## src/rtl/fpa_pkg.sv

```systemverilog
// ----------------------------------------------------------------------------
// fpa_pkg
// Shared types and codes for the free partition allocator.
// ----------------------------------------------------------------------------
package fpa_pkg;

	localparam int unsigned FIELD_W = 16;

	typedef enum logic [1:0] {
		MODE_ALLOC   = 2'd0,
		MODE_RELEASE = 2'd1,
		MODE_APPEND  = 2'd2,
		MODE_NONE    = 2'd3
	} mode_t;

	typedef enum logic [1:0] {
		ST_OK    = 2'd0,
		ST_NOFIT = 2'd1,
		ST_FULL  = 2'd2,
		ST_RSVD  = 2'd3
	} status_t;

	localparam logic CFG_POLICY    = 1'b0;
	localparam logic CFG_MIN_SPLIT = 1'b1;

	typedef struct packed {
		logic [1:0]         mode;
		logic [FIELD_W-1:0] block_base;
		logic [FIELD_W-1:0] block_length;
	} in_item_t;

	typedef struct packed {
		logic [1:0]         status;
		logic [FIELD_W-1:0] granted_base;
		logic [FIELD_W-1:0] granted_length;
	} out_item_t;

	typedef enum logic [2:0] {
		S_IDLE,
		S_SCAN,
		S_APPLY,
		S_SHIFT,
		S_DONE
	} fsm_t;

	// Shift command for the cell row.
	typedef enum logic [1:0] {
		SH_HOLD,
		SH_UP,
		SH_DOWN
	} shift_t;

endpackage

```

## src/rtl/fpa_cell.sv

```systemverilog
// ----------------------------------------------------------------------------
// fpa_cell
// One table entry: holds base and length, loads from the write port or from a neighbor on a shift.
// ----------------------------------------------------------------------------
module fpa_cell #(
	parameter int unsigned AW = 16
) (
	input  logic                 clk,
	input  fpa_pkg::shift_t      shift,
	input  logic                 shift_en,
	input  logic                 wr_en,
	input  logic [AW-1:0]        wr_base,
	input  logic [AW-1:0]        wr_length,
	input  logic [AW-1:0]        below_base,
	input  logic [AW-1:0]        below_length,
	input  logic [AW-1:0]        above_base,
	input  logic [AW-1:0]        above_length,
	output logic [AW-1:0]        base,
	output logic [AW-1:0]        length
);

	logic [AW-1:0] base_q;
	logic [AW-1:0] length_q;

	always_ff @(posedge clk) begin
		if (wr_en) begin
			base_q   <= wr_base;
			length_q <= wr_length;
		end else if (shift_en && shift == fpa_pkg::SH_UP) begin
			base_q   <= below_base;
			length_q <= below_length;
		end else if (shift_en && shift == fpa_pkg::SH_DOWN) begin
			base_q   <= above_base;
			length_q <= above_length;
		end
	end

	assign base   = base_q;
	assign length = length_q;

endmodule

```

## src/rtl/free_partition_allocator.sv

```systemverilog
// ----------------------------------------------------------------------------
// free_partition_allocator
// Address-ordered free partition table with next-fit / best-fit allocation,
// carving, whole grant, coalescing release and append.
// ----------------------------------------------------------------------------
//  port     | dir | handshake              | payload
//  in_*     | in  | in_valid / in_ready    | fpa_pkg::in_item_t
//  out_*    | out | out_valid / out_ready  | fpa_pkg::out_item_t
//  cfg_*    | in  | cfg_valid / cfg_ready  | cfg_index, cfg_data
//
// One item at a time. After the accepting edge the scan pointer visits one live
// cell a cycle, then the apply state commits the in-place update, the shift
// state moves the cells one at a time toward the end of the shift span, and
// the done state raises the result. Every mode, append included, walks the
// full scan before its result shows.
// The row of cells has no reset; entry_count and rover clear at reset.
// A result waits in the output register; the next item is taken only after
// it leaves.
// ----------------------------------------------------------------------------
module free_partition_allocator #(
	parameter int unsigned ENTRIES   = 16,
	parameter int unsigned ADDR_BITS = 16
) (
	input  logic                  clk,
	input  logic                  arst_n,
	input  logic                  in_valid,
	output logic                  in_ready,
	input  fpa_pkg::in_item_t     in_item,
	output logic                  out_valid,
	input  logic                  out_ready,
	output fpa_pkg::out_item_t    out_item,
	input  logic                  cfg_valid,
	output logic                  cfg_ready,
	input  logic                  cfg_index,
	input  logic [15:0]           cfg_data
);

	localparam int unsigned IW = (ENTRIES > 1) ? $clog2(ENTRIES) : 1;
	localparam int unsigned CW = $clog2(ENTRIES + 1);
	localparam int unsigned AW = ADDR_BITS;
	localparam logic [AW-1:0] AMAX = {AW{1'b1}};

	// configuration
	logic          policy_q;
	logic [15:0]   min_split_q;

	// control
	fpa_pkg::fsm_t state_q, state_d;
	logic [CW-1:0] count_q;
	logic [IW-1:0] rover_q;
	logic [CW-1:0] n_q;        // scan step counter
	logic [IW-1:0] idx_q;      // current scan cell
	logic [1:0]    mode_q;
	logic [AW-1:0] req_base_q, req_len_q;
	logic          found_q, has_lo_q, has_up_q, has_pos_q;
	logic [IW-1:0] pick_q, lo_q, up_q, pos_q;
	logic [AW-1:0] pick_len_q;
	logic [IW-1:0] sh_idx_q, sh_end_q;
	fpa_pkg::shift_t sh_dir_q;
	fpa_pkg::out_item_t out_q;
	logic          out_valid_q;

	// cell row
	logic [AW-1:0] cb [ENTRIES];
	logic [AW-1:0] cl [ENTRIES];
	logic [ENTRIES-1:0] wr_en;
	logic [ENTRIES-1:0] sh_en;
	logic [AW-1:0] wr_base, wr_len;

	genvar g;
	generate
		for (g = 0; g < ENTRIES; g++) begin : g_cell
			fpa_cell #(.AW(AW)) u_cell (
				.clk         (clk),
				.shift       (sh_dir_q),
				.shift_en    (sh_en[g]),
				.wr_en       (wr_en[g]),
				.wr_base     (wr_base),
				.wr_length   (wr_len),
				.below_base  (cb[(g == 0) ? 0 : g-1]),
				.below_length(cl[(g == 0) ? 0 : g-1]),
				.above_base  (cb[(g == ENTRIES-1) ? g : g+1]),
				.above_length(cl[(g == ENTRIES-1) ? g : g+1]),
				.base        (cb[g]),
				.length      (cl[g])
			);
		end
	endgenerate

	// current scanned cell
	logic [AW-1:0] cur_base, cur_len;
	logic [AW:0]   cur_end, req_end;
	assign cur_base = cb[idx_q];
	assign cur_len  = cl[idx_q];
	assign cur_end  = {1'b0, cur_base} + {1'b0, cur_len};
	assign req_end  = {1'b0, req_base_q} + {1'b0, req_len_q};

	logic [IW-1:0] idx_next;
	logic [CW-1:0] idx_wide_inc;
	assign idx_wide_inc = CW'(idx_q) + CW'(1);
	assign idx_next = (idx_wide_inc >= count_q) ? '0 : idx_wide_inc[IW-1:0];

	logic in_acc, out_acc, scan_last;
	assign in_ready  = (state_q == fpa_pkg::S_IDLE) && !out_valid_q;
	assign in_acc    = in_valid && in_ready;
	assign out_acc   = out_valid_q && out_ready;
	assign cfg_ready = 1'b1;
	assign scan_last = (n_q + CW'(1) >= count_q);

	// apply-phase arithmetic on the picked/merge entries
	logic [AW-1:0] pl_b, pl_l, lo_l, up_l;
	logic [AW:0]   left;
	logic [AW+1:0] s_both, s_lo, s_up;
	assign pl_b = cb[pick_q];
	assign pl_l = cl[pick_q];
	assign lo_l = cl[lo_q];
	assign up_l = cl[up_q];
	assign left   = {1'b0, pl_l} - {1'b0, req_len_q};
	assign s_both = {2'b0, lo_l} + {2'b0, req_len_q} + {2'b0, up_l};
	assign s_lo   = {2'b0, lo_l} + {2'b0, req_len_q};
	assign s_up   = {2'b0, up_l} + {2'b0, req_len_q};

	function automatic logic [AW-1:0] sat(input logic [AW+1:0] v);
		return (v > {2'b0, AMAX}) ? AMAX : v[AW-1:0];
	endfunction

	logic carve;
	assign carve = (33'(left) > 33'(min_split_q));

	// next state
	always_comb begin
		state_d = state_q;
		unique case (state_q)
			fpa_pkg::S_IDLE:  if (in_acc) state_d = fpa_pkg::S_SCAN;
			fpa_pkg::S_SCAN:  if (count_q == '0 || scan_last) state_d = fpa_pkg::S_APPLY;
			fpa_pkg::S_APPLY: state_d = fpa_pkg::S_SHIFT;
			fpa_pkg::S_SHIFT: if (sh_dir_q == fpa_pkg::SH_HOLD || sh_idx_q == sh_end_q)
				state_d = fpa_pkg::S_DONE;
			fpa_pkg::S_DONE:  state_d = fpa_pkg::S_IDLE;
			default:          state_d = fpa_pkg::S_IDLE;
		endcase
	end

	// row write strobes
	always_comb begin
		wr_en   = '0;
		sh_en   = '0;
		wr_base = req_base_q;
		wr_len  = req_len_q;
		if (state_q == fpa_pkg::S_SHIFT && sh_dir_q != fpa_pkg::SH_HOLD) begin
			sh_en[sh_idx_q] = 1'b1;
		end
		if (state_q == fpa_pkg::S_DONE && mode_q == fpa_pkg::MODE_RELEASE
				&& !has_lo_q && !has_up_q && count_q < CW'(ENTRIES)
				&& req_len_q != '0) begin
			wr_en[pos_q] = 1'b1;
		end
		if (state_q == fpa_pkg::S_APPLY) begin
			priority case (mode_q)
				fpa_pkg::MODE_ALLOC: if (found_q && carve) begin
					wr_en[pick_q] = 1'b1;
					wr_base = pl_b + req_len_q;
					wr_len  = left[AW-1:0];
				end
				fpa_pkg::MODE_RELEASE: if (req_len_q != '0) begin
					if (has_lo_q && has_up_q && lo_q != up_q) begin
						wr_en[lo_q] = 1'b1; wr_base = cb[lo_q]; wr_len = sat(s_both);
					end else if (has_lo_q) begin
						wr_en[lo_q] = 1'b1; wr_base = cb[lo_q]; wr_len = sat(s_lo);
					end else if (has_up_q) begin
						wr_en[up_q] = 1'b1; wr_base = req_base_q; wr_len = sat(s_up);
					end
				end
				fpa_pkg::MODE_APPEND: if (count_q < CW'(ENTRIES)) begin
					wr_en[count_q[IW-1:0]] = 1'b1;
				end
				default: ;
			endcase
		end
	end

	always_ff @(posedge clk or negedge arst_n) begin
		if (!arst_n) begin
			state_q     <= fpa_pkg::S_IDLE;
			count_q     <= '0;
			rover_q     <= '0;
			policy_q    <= 1'b0;
			min_split_q <= '0;
			out_valid_q <= 1'b0;
			sh_dir_q    <= fpa_pkg::SH_HOLD;
		end else begin
			state_q <= state_d;
			if (cfg_valid && cfg_ready) begin
				if (cfg_index == fpa_pkg::CFG_POLICY) policy_q <= cfg_data[0];
				else min_split_q <= cfg_data;
			end
			if (out_acc) out_valid_q <= 1'b0;

			unique case (state_q)
				fpa_pkg::S_IDLE: if (in_acc) begin
					mode_q     <= in_item.mode;
					req_base_q <= AW'(in_item.block_base);
					req_len_q  <= AW'(in_item.block_length);
					found_q <= 1'b0; has_lo_q <= 1'b0; has_up_q <= 1'b0;
					has_pos_q <= 1'b0;
					n_q <= '0;
					idx_q <= (in_item.mode == fpa_pkg::MODE_ALLOC && !policy_q
						&& CW'(rover_q) < count_q) ? rover_q : '0;
					pick_q <= '0; lo_q <= '0; up_q <= '0;
					pos_q <= count_q[IW-1:0];
					sh_dir_q <= fpa_pkg::SH_HOLD;
				end
				// Visit one cell per cycle.
				fpa_pkg::S_SCAN: begin
					if (count_q != '0) begin
						if (mode_q == fpa_pkg::MODE_ALLOC && cur_len >= req_len_q) begin
							if (!policy_q) begin
								if (!found_q) begin
									found_q <= 1'b1; pick_q <= idx_q; pick_len_q <= cur_len;
								end
							end else if (!found_q || cur_len < pick_len_q) begin
								found_q <= 1'b1; pick_q <= idx_q; pick_len_q <= cur_len;
							end
						end
						if (mode_q == fpa_pkg::MODE_RELEASE) begin
							if (!has_lo_q && cur_end == {1'b0, req_base_q}) begin
								has_lo_q <= 1'b1; lo_q <= idx_q;
							end
							if (!has_up_q && {1'b0, cur_base} == req_end) begin
								has_up_q <= 1'b1; up_q <= idx_q;
							end
							if (!has_pos_q && cur_base > req_base_q) begin
								has_pos_q <= 1'b1; pos_q <= idx_q;
							end
						end
					end
					n_q   <= n_q + CW'(1);
					idx_q <= (policy_q || mode_q != fpa_pkg::MODE_ALLOC)
						? ((CW'(idx_q) + CW'(1) < CW'(ENTRIES)) ? idx_q + IW'(1) : idx_q)
						: idx_next;
				end
				// Commit the in-place update and decide on a row shift.
				fpa_pkg::S_APPLY: begin
					out_q.status         <= fpa_pkg::ST_OK;
					out_q.granted_base   <= '0;
					out_q.granted_length <= '0;
					priority case (mode_q)
						fpa_pkg::MODE_ALLOC: begin
							if (req_len_q == '0 || !found_q) begin
								out_q.status <= fpa_pkg::ST_NOFIT;
							end else begin
								out_q.granted_base <= 16'(pl_b);
								if (carve) begin
									out_q.granted_length <= 16'(req_len_q);
									if (!policy_q) rover_q <= pick_q;
								end else begin
									out_q.granted_length <= 16'(pl_l);
									sh_dir_q <= fpa_pkg::SH_DOWN;
									sh_idx_q <= pick_q;
									sh_end_q <= IW'(count_q - CW'(1));
									count_q  <= count_q - CW'(1);
									if (!policy_q)
										rover_q <= (CW'(pick_q) < count_q - CW'(1)) ? pick_q : '0;
								end
							end
						end
						fpa_pkg::MODE_RELEASE: if (req_len_q != '0) begin
							if (has_lo_q && has_up_q && lo_q != up_q) begin
								sh_dir_q <= fpa_pkg::SH_DOWN;
								sh_idx_q <= up_q;
								sh_end_q <= IW'(count_q - CW'(1));
								count_q  <= count_q - CW'(1);
							end else if (!has_lo_q && !has_up_q) begin
								if (count_q >= CW'(ENTRIES)) begin
									out_q.status <= fpa_pkg::ST_FULL;
								end else if (CW'(pos_q) < count_q) begin
									sh_dir_q <= fpa_pkg::SH_UP;
									sh_idx_q <= count_q[IW-1:0];
									sh_end_q <= pos_q + IW'(1);
								end
							end
						end
						fpa_pkg::MODE_APPEND: begin
							if (count_q >= CW'(ENTRIES)) out_q.status <= fpa_pkg::ST_FULL;
							else count_q <= count_q + CW'(1);
						end
						default: ;
					endcase
				end
				// Move one cell per cycle toward the end of the shift span.
				fpa_pkg::S_SHIFT: begin
					if (sh_dir_q == fpa_pkg::SH_DOWN && sh_idx_q != sh_end_q)
						sh_idx_q <= sh_idx_q + IW'(1);
					else if (sh_dir_q == fpa_pkg::SH_UP && sh_idx_q != sh_end_q)
						sh_idx_q <= sh_idx_q - IW'(1);
				end
				fpa_pkg::S_DONE: begin
					if (wr_en != '0) count_q <= count_q + CW'(1);
					out_valid_q <= 1'b1;
				end
				default: ;
			endcase
		end
	end

	assign out_valid = out_valid_q;
	assign out_item  = out_q;

	a_count_range: assert property (@(posedge clk) disable iff (!arst_n)
		count_q <= CW'(ENTRIES)) else $error("entry count overflow");
	a_no_accept_busy: assert property (@(posedge clk) disable iff (!arst_n)
		state_q != fpa_pkg::S_IDLE |-> !in_ready) else $error("accept while busy");
	a_done_out: assert property (@(posedge clk) disable iff (!arst_n)
		state_q == fpa_pkg::S_DONE |=> out_valid) else $error("result lost");

endmodule
```

## config.mk

```make
export PLATFORM = sky130hd
export DESIGN_NAME = free_partition_allocator
export DESIGN_NICKNAME = d
export VERILOG_FILES = /design/src/rtl/fpa_pkg.sv /design/src/rtl/fpa_cell.sv /design/src/rtl/free_partition_allocator.sv
export SDC_FILE = /design/constraint.sdc
export NUM_CORES = 2
export LEC_CHECK = 0
export BUFFER_PORTS_ARGS = -buffer_cell sky130_fd_sc_hd__buf_2
export CORE_MARGIN = 2
export CORE_UTILIZATION = 55
export CTS_BUF_LIST = sky130_fd_sc_hd__clkbuf_8
export DETAILED_ROUTE_END_ITERATION = 8
export PLACE_DENSITY = 0.79
export SLEW_MARGIN = 20
export SYNTH_ARGS = -nofsm -noshare
export SYNTH_HDL_FRONTEND = slang
export SYNTH_SLANG_ARGS = --single-unit
```

## constraint.sdc

```tcl
create_clock -name clk -period 9.5 [get_ports clk]
set_input_delay 0.95 -clock clk [delete_from_list [all_inputs] [get_ports clk]]
set_output_delay 0.95 -clock clk [all_outputs]
set_load 0.05 [all_outputs]
```

==> results.py <==
metrics = {
    "outcome": {
        "status": "finished, final reports clean",
    },
    "final_layout": {
        "syn2layout_area_growth_pct": 8.50,
        "drive_gt1_frac": 0.278,
        "final_cells": 5960,
        "final_nets": 4835,
        "nFillCells": 7599,
        "layout_common_cells": "edfxtp_1, mux4_2, mux2i_1",
        "layout_commonest_cell": "edfxtp_1",
    },
    "cts": {
        "clk_pin_slew_ns": 0.07,
        "clk_latency_ns": 0.84,
        "cts_hold_buf": 0,
        "cts_root_buf": "clkbuf_8",
        "cts_tree": "built",
        "post_cts_buffers": 0,
        "post_cts_resized": 0,
        "clk_path_buf_depth": 3,
        "htree_levels": 3,
        "cts.sinks": 665,
        "cts_inserted_buffers": 113,
    },
    "critical_path": {
        "ff2ff_setup_slack_ns": 1.03,
        "cp_cell_sequence": "buf_12 -> mux4_2 -> mux4_2 -> ha_1 -> and2_1 -> a221o_1 -> o41a_1 -> nor2_1 -> o21ai_0 -> xor2_1 -> ha_1 -> nand3_1 -> nor4_1 -> o311a_1 -> a21o_1 -> o21ai_4 -> o31ai_1 -> o21ai_0 -> a21oi_4 -> o21bai_4 -> buf_4",
        "rr_endpoint": "g_cell[9].u_cell.length[12]",
        "crit_path_end_kind": "flop",
        "critPathLaunchType": "flop",
        "critPathKind": "reg2reg",
        "critPathMaxStageDelay_ns": 0.71,
        "critPathRequiredTime_ns": 9.90,
        "reg2regPathDepth": 21,
        "critPathArrivalTime_ns": 8.87,
        "regToRegStartpoint": "pick_q[0]",
        "critPathMaxFanout": 74,
        "slowest_stage": "a21oi_4",
    },
    "pwr": {
        "power_density_mw_per_mm2": 235,
        "p_leak_nw": 22.9,
        "ir_worst_vdd_uv": 181,
        "total_power_mw": 14.0,
    },
    "detailed_routing": {
        "drc_errors": 0,
        "dr.pass1.iters": 7,
        "drtIter0Drc": 7702,
        "wl_um": 208000,
        "viasPerCell": 7.66,
        "vias": 45670,
        "wire_per_inst_um": 34.9,
        "ant_nets": 0,
    },
    "timing": {
        "layout_min_cycle_time_ns": 8.47,
        "slew_viol_final": 0,
        "hold_violations": 0,
        "whs_ns": 0.274,
        "maxClockFrequency_mhz": 118,
        "rsz0062_at_grt": "false",
        "worst_slack_ns": 1.03,
        "setup_tns_ns": 0,
        "min_period_over_period": 0.891,
        "setup_viol": 0,
        "relSlewSlack": 0.181,
        "fin_worst_skew_ns": 0.0794,
        "tightest_slew_ns": 1.23,
    },
    "logic_synthesis": {
        "yosys_register_bits": 665,
        "syn-num-nets": 4836,
        "synth_flop_cell": "edfxtp_1",
        "synth-edff-count": 633,
        "yosys.area.top_type": "edfxtp_1",
        "async_reset_ff_frac": 0.0481,
        "synthTopCellsByArea": "edfxtp_1, mux4_2, mux2i_1, mux2_2, ha_1",
        "yosysSeqAreaShare": 0.360,
        "avgSynthCellArea_um2": 12.1,
        "synth_top_area_share": 0.345,
        "synthesis.instances": 4559,
        "netlist_area_mm2": 0.0551,
        "ys_warn_count": 0,
        "synth.distinct_cells": 91,
    },
    "global_routing": {
        "grtUsageTotal": 0.401,
        "grt_util_met3": 0.181,
        "globalRoute.busiestLayer": "met2",
        "use_met1": 0.489,
        "grt_pass1_wl_um": 299000,
        "antenna_found_initial": 11,
        "grt_pass1_vias": 44293,
        "grt_max_degree": 95,
        "overflow": 0,
        "grt_util_met2": 0.568,
    },
    "min_path": {
        "min-delay-path-class": "in2async",
    },
    "floorplanning": {
        "start_util": 0.552,
        "fp-row-count": 116,
        "io_pins": 93,
        "die_w_um": 320,
        "die_h_um": 320,
        "core_area_mm2": 0.0997,
        "die_area_mm2": 0.103,
    },
    "place": {
        "hpwl_um": 137000,
        "place_congestion": 1.02,
        "dp_slack_ns": 1.36,
        "dp_cells": 5739,
        "port_buffers": 91,
    },
    "run": {
        "drv_cap": 0,
    },
}
## cell usage after synthesis (7+ instances only)
cell,n
dfrtp_1,32
ha_1,213
nand2_1,238
a2bb2oi_1,8
a221oi_1,7
and2_1,14
a21o_1,66
or3_1,12
nor3_1,35
nand2b_1,35
a21boi_0,7
o22ai_1,36
nor2b_1,86
nand3_1,56
o21ai_0,227
o21ai_1,8
clkbuf_1,243
and3_1,43
o211ai_1,23
mux2_2,237
xnor2_1,100
mux2i_1,342
o31ai_1,8
a211oi_1,82
a31o_2,7
xor2_1,41
nand3b_1,10
edfxtp_1,633
a22oi_1,26
a22o_1,10
o21a_1,18
o21bai_1,14
a21oi_1,328
nand4_1,20
inv_1,124
buf_2,42
buf_1,72
nor4_1,10
a31oi_1,41
or2_2,12
fa_1,8
mux4_2,560
o221ai_1,8
nor2_1,304
## registers in the layout, summed over array words and instances (netlist names), 2 cells and up
name,flops
count_q,5
g_cell.u_cell.base,256
g_cell.u_cell.length,256
idx_q,4
lo_q,4
min_split_q,16
mode_q,2
n_q,5
out_item,34
pick_len_q,16
pick_q,4
pos_q,4
req_base_q,16
req_len_q,16
rover_q,4
sh_dir_q,2
sh_end_q,4
sh_idx_q,4
state_q,3
up_q,4
## kinds of logic after synthesis
family	share of synthesized area
AOI/OAI and AO/OA	0.113
xor gates and xnor gates	0.0228
adders and majority gates	0.0513
buffers and inverters	0.0341
DFF	0.360
muxes	0.340
other	0.0000681
and+or+nand+nor	0.0796
## per-layer routing
metal	share of wire	vias to the layer above
li1	-	18177
met1	0.32	21879
met2	0.41	4450
met3	0.18	1145
met4	0.087	19
met5	0.0022	-
## how the worst max path moves through the flow
stage                    from                          end  slack (ns)  depth (start not counted)
global route        pick_q[0]  g_cell[9].u_cell.length[12]        0.75                         21
detailed placement  pick_q[0]   g_cell[9].u_cell.length[4]        1.36                         21
finish              pick_q[0]  g_cell[9].u_cell.length[12]        1.03                         21
global placement    pick_q[0]   g_cell[9].u_cell.length[7]        1.43                         21
CTS                 pick_q[0]  g_cell[9].u_cell.length[12]        1.26                         21
floorplan           pick_q[0]     g_cell[5].u_cell.base[0]        0.77                         22
## power breakdown
| group | total [mW] | switching [mW] | internal (mW) |
|---|---|---|---|
| registers | 3.84 | 0.293 | 3.54 |
| logic | 7.37 | 4.51 | 2.85 |
| clock network | 2.81 | 1.36 | 1.45 |
## layout make-up
class,instances,area (um^2),share of cell area
clock inverter,90,693,0.0116
tap,1298,1620,0.0272
sequential,665,19800,0.332
timing repair buffer,243,1710,0.0286
multi-input combinational,3411,33800,0.565
clock buffer,120,1650,0.0276
antenna,9,22.5,0.000377
inverter,124,465,0.00779
## metrics by stage
| stage | utilization | cell area (um^2) |
|---|---|---|
| after floorplan | - | 55100 |
| after global placement | 0.575 | 57300 |
| after detailed placement | 0.575 | 57300 |
| after CTS | 0.599 | 59700 |
| after global routing | 0.599 | 59700 |
| final | 0.599 | 59800 |
## worst max-delay path: cells and delay by family, from the launching register on
family / cells / cell delay [ns]
AOI/OAI and AO/OA: 10 / 3.30
muxes: 2 / 1.20
buffers and inverters: 2 / 1.15
and+or+nand+nor: 4 / 0.94
adders and majority gates: 2 / 0.73
DFF: 1 / 0.39
xor gates and xnor gates: 1 / 0.18
Power figures use the tool's default switching activity.
